<file path="src/hdl/gpn_dly.sv">
// ---------------------------------------------------------------------------
// gpn_dly
// Enabled shift line that carries side data alongside the pipeline.
// ---------------------------------------------------------------------------
`default_nettype none

module gpn_dly #(
  parameter int W = 64,
  parameter int N = 1
) (
  input  wire logic         clk,
  input  wire logic         en,
  input  wire logic [W-1:0] d,
  output logic      [W-1:0] q
);
  logic [W-1:0] d_r [N];

  always_ff @(posedge clk) begin
    if (en) begin
      d_r[0] <= d;
      for (int i = 1; i < N; i++) begin
        d_r[i] <= d_r[i-1];
      end
    end
  end

  assign q = d_r[N-1];
endmodule

`default_nettype wire

</file>
<file path="config.mk">
export PLATFORM = sky130hd
export DESIGN_NAME = gpn_dly
export DESIGN_NICKNAME = d
export VERILOG_FILES = /design/src/hdl/gpn_dly.sv
export SDC_FILE = /design/constraint.sdc
export NUM_CORES = 1
export LEC_CHECK = 0
export BUFFER_PORTS_ARGS = -buffer_cell sky130_fd_sc_hd__buf_2
export CORE_MARGIN = 2
export CORE_UTILIZATION = 40
export CTS_BUF_LIST = sky130_fd_sc_hd__clkbuf_4
export CTS_CLUSTER_DIAMETER = 200
export DETAILED_ROUTE_END_ITERATION = 8
export GPL_ROUTABILITY_DRIVEN = 1
export GPL_TIMING_DRIVEN = 0
export PLACE_DENSITY_LB_ADDON = 0.12
export RECOVER_POWER = 50
export SLEW_MARGIN = 20
export SYNTH_ARGS = -nofsm -noshare
export SYNTH_HDL_FRONTEND = slang
export SYNTH_SLANG_ARGS = --single-unit
export TNS_END_PERCENT = 30
</file>
<file path="constraint.sdc">
create_clock -name clk -period 0.8 [get_ports clk]
set_clock_uncertainty 0.2 [all_clocks]
set_input_delay 0.08 -clock clk [delete_from_list [all_inputs] [get_ports clk]]
set_output_delay 0.08 -clock clk [all_outputs]
set_load 0.03 [all_outputs]
</file>
### After elaboration in Yosys (flattened, before gate mapping)

Memory sizes are Yosys's and may differ from the RTL's.
Index checks and enable logic that the tools add are counted.

* muxes and demuxes: 2

Operator list (number)
* $mux 1: 2

* bits in registers: 0
* RAM bits: 64
* input port bits: 66
* logic and storage cells: 3
* memories kept: 1

Memory list
* d_r: words 1, width 64, read ports 1, clocked after memory_dff 0, write ports 1, line 16 `logic [W-1:0] d_r [N];`

### Longest topological paths before layout

* depth in word-level cells: 2
* mapped depth: 0

### Least setup slack after synthesis

Ideal clock, no wire load.

* path kind: register to output
* start point: memory d_r[0][0]
* end point: output q[0]
* arrival: 0.496 ns
* data required time: 0.520 ns
* slack: 0.024 ns
* cell stages (with the launch flop): 1
* path buffers: 0
* cells stage by stage: edfxtp_1

* cells in the longest elaborated chain, start to end: 1

RTL lines
* start: declaration: line 16
* $mem_v2 1x64
* end: declaration: line 14 `output logic [W-1:0] q`

No other way between the ends.

### Worst setup path after layout

* start point: memory d_r[0][38]
* end point: output q[38]

Same word-level chain as after synthesis.

==> flow_metrics.env <==
export IMPL_status="complete, but fails checks"
export IMPL_violations="hold timing, setup timing"
export IMPL_synthSimpleGateAreaFrac_pct=0
export IMPL_min_period_over_period_pct=158
export IMPL_die_area_mm2=0.00538
export IMPL_clk_path_buf_depth=2
export IMPL_antenna_found_initial=1
export IMPL_drc=0
export IMPL_power_leakage_nw=1.62
export IMPL_ir_drop_mv=1.61
export IMPL_nNetsFinal=334
export IMPL_grt_pass1_vias=1687
export IMPL_syn_nets=130
export IMPL_synth_distinct_cells=1
export IMPL_multi_input_cells=0
export IMPL_cellPowerDensity_mw_per_mm2=2050
export IMPL_wirelength_um=5600
export IMPL_fin_ws_ps=-468
export IMPL_pre_cts_slack_ps=-488
export IMPL_whs_ps=-29.6
export IMPL_grt_first_pass_wirelength_um=7910
export IMPL_drive_above_1_share_pct=53.1
export IMPL_overflow=0
export IMPL_wl_per_cell_um=17.0
export IMPL_p_comb_share_pct=19.9
export IMPL_finalSetupTns_ps=-27160
export IMPL_maxCapViolCount=0
export IMPL_cp_cell_sequence="buf_6"
export IMPL_worstSetupPathType="reg -> out"
export IMPL_period_needed_ps=1270
export IMPL_fp_dieH_um=73.3
export IMPL_critPathMaxFanout=1
export IMPL_clkPwrFrac_pct=27.5
export IMPL_slew_limit_headroom_pct=62.6
export IMPL_grt_max_degree=65
export IMPL_cp_end_kind="primary output"
export IMPL_seq_area_frac_synth_pct=100
export IMPL_area_delta_synth_final_pct=98.6
export IMPL_viasPerCell=4.44
export IMPL_slew_violations=0
export IMPL_slowest_stage="edfxtp_1"
export IMPL_cts_max_level=3
export IMPL_ctsHoldBuffers=64
export IMPL_die_x_um=73.3
export IMPL_final_common_cell="buf_2"
export IMPL_track_usage_pct=21.6
export IMPL_worst_pin_slew_ps=561
export IMPL_netlist_instances=64
export IMPL_via_count=1462
export IMPL_cts_root_buf="clkbuf_4"
export IMPL_multi_input_area_um2=0
export IMPL_ys_seq_elements=64
export IMPL_yosysWarningCount=0
export IMPL_largest_register_ffs=64
export IMPL_switching_share_pct=25.8
export IMPL_hold_viol_final=64
export IMPL_netlist_area_mm2=0.00192
export IMPL_cts_sinks=64
export IMPL_cts_tree="built"
export IMPL_p_int_mw=5.81
export IMPL_fp_row_count=25
export IMPL_seq_power_share_pct=52.6
export IMPL_rsz0062_at_grt="yes"
export IMPL_drtPass1Iterations=4
export IMPL_cts_setup_buffers=0
export IMPL_worstPathRequired_ps=520
export IMPL_synthAdderAreaFrac_pct=0
export IMPL_fp_coreArea_mm2=0.00469
export IMPL_cpLargestDelayFamily="flip-flops"
export IMPL_gp_congestion=0.601
export IMPL_cp_start_kind="register"
export IMPL_fill_cells=246
export IMPL_cp_arrival_ps=990
export IMPL_synthMuxAreaShare_pct=0
export IMPL_max_freq_mhz=789
export IMPL_reg_largest_list="d_r x64"
export IMPL_syn_area_per_cell_um2=30.0
export IMPL_port_buffers=129
export IMPL_cts_made_buffers=9
export IMPL_start_util_pct=41.0
export IMPL_ant_nets=0
export IMPL_synth_compound_area_share_pct=0
export IMPL_io_pins=130
export IMPL_power_switching_mw=2.02
export IMPL_fin_util_pct=81.3
export IMPL_layout_common_cells="65 x buf_2, 64 x edfxtp_1, 64 x dlygate4sd3_1, 64 x buf_6, 12 x clkbuf_4"
export IMPL_slowest_delay_ps=430
export IMPL_hold_path_class="in -> reg"
export IMPL_clk_pin_slew_ps=100
export IMPL_largest_register="d_r"
export IMPL_finalSetupViolations=70
export IMPL_seqCellArea_mm2=0.00192
export IMPL_drt_iter0_drc=90
export IMPL_synth_xor_xnor_area_share_pct=0
export IMPL_cp_buffers_inverters=1
## worst paths after layout
path	start	endpoint	slack [ps]	cells after the start
setup / recovery	d_r[0][38]	q[38]	-470	1
hold / removal	en	d_r[0][21]	-30	1
## power groups by stage
stage	Combinational [mW]	Sequential (mW)	Clock (mW)
after floorplan	0	4.67	0
after CTS	1.54	4.11	2.16
after detailed placement	1.00	4.12	0
after global routing	1.63	4.14	2.34
after global placement	0.988	4.11	0
final	1.56	4.12	2.15
## cell families (layout without fill, tap and decap cells)
family / count (synthesis) / after routing
other cells: 0 / 2
flops: 64 / 64
buf+inv: 0 / 209
## final cells by class
cell class | count | area share, %
Clock buffer | 12 | 2.36
Clock inverter | 4 | 1.18
Sequential cell | 64 | 50.4
Timing Repair Buffer | 193 | 44.2
Tap cell | 54 | 1.77
Antenna cell | 2 | 0.131
## repair_timing
action,in CTS,in global routing
gates cloned,0,0
resized for setup,127,0
hold endpoints to repair,128,64
setup endpoints to repair,128,64
## synthesized netlist by cell type
cell / number / area, um^2
edfxtp_1: 64 / 1920
## metal layers
layer  track usage [%]  wire, um  vias up
met5                 0         0        -
met4              14.9       166        0
met3              7.54       413       14
met2              40.8      3180       85
met1              18.3      1840      690
li1                  -         -      673
## per-stage QoR
stage               power, mW  instances  area [um^2]
floorplan                4.67         64         1920
global placement         5.10        247         2640
detailed placement       5.12        247         2640
CTS                      7.81        327         3810
global route             8.10        329         3820
finish                   7.83        329         3820
No activity file was read; power rests on OpenSTA's default activity.
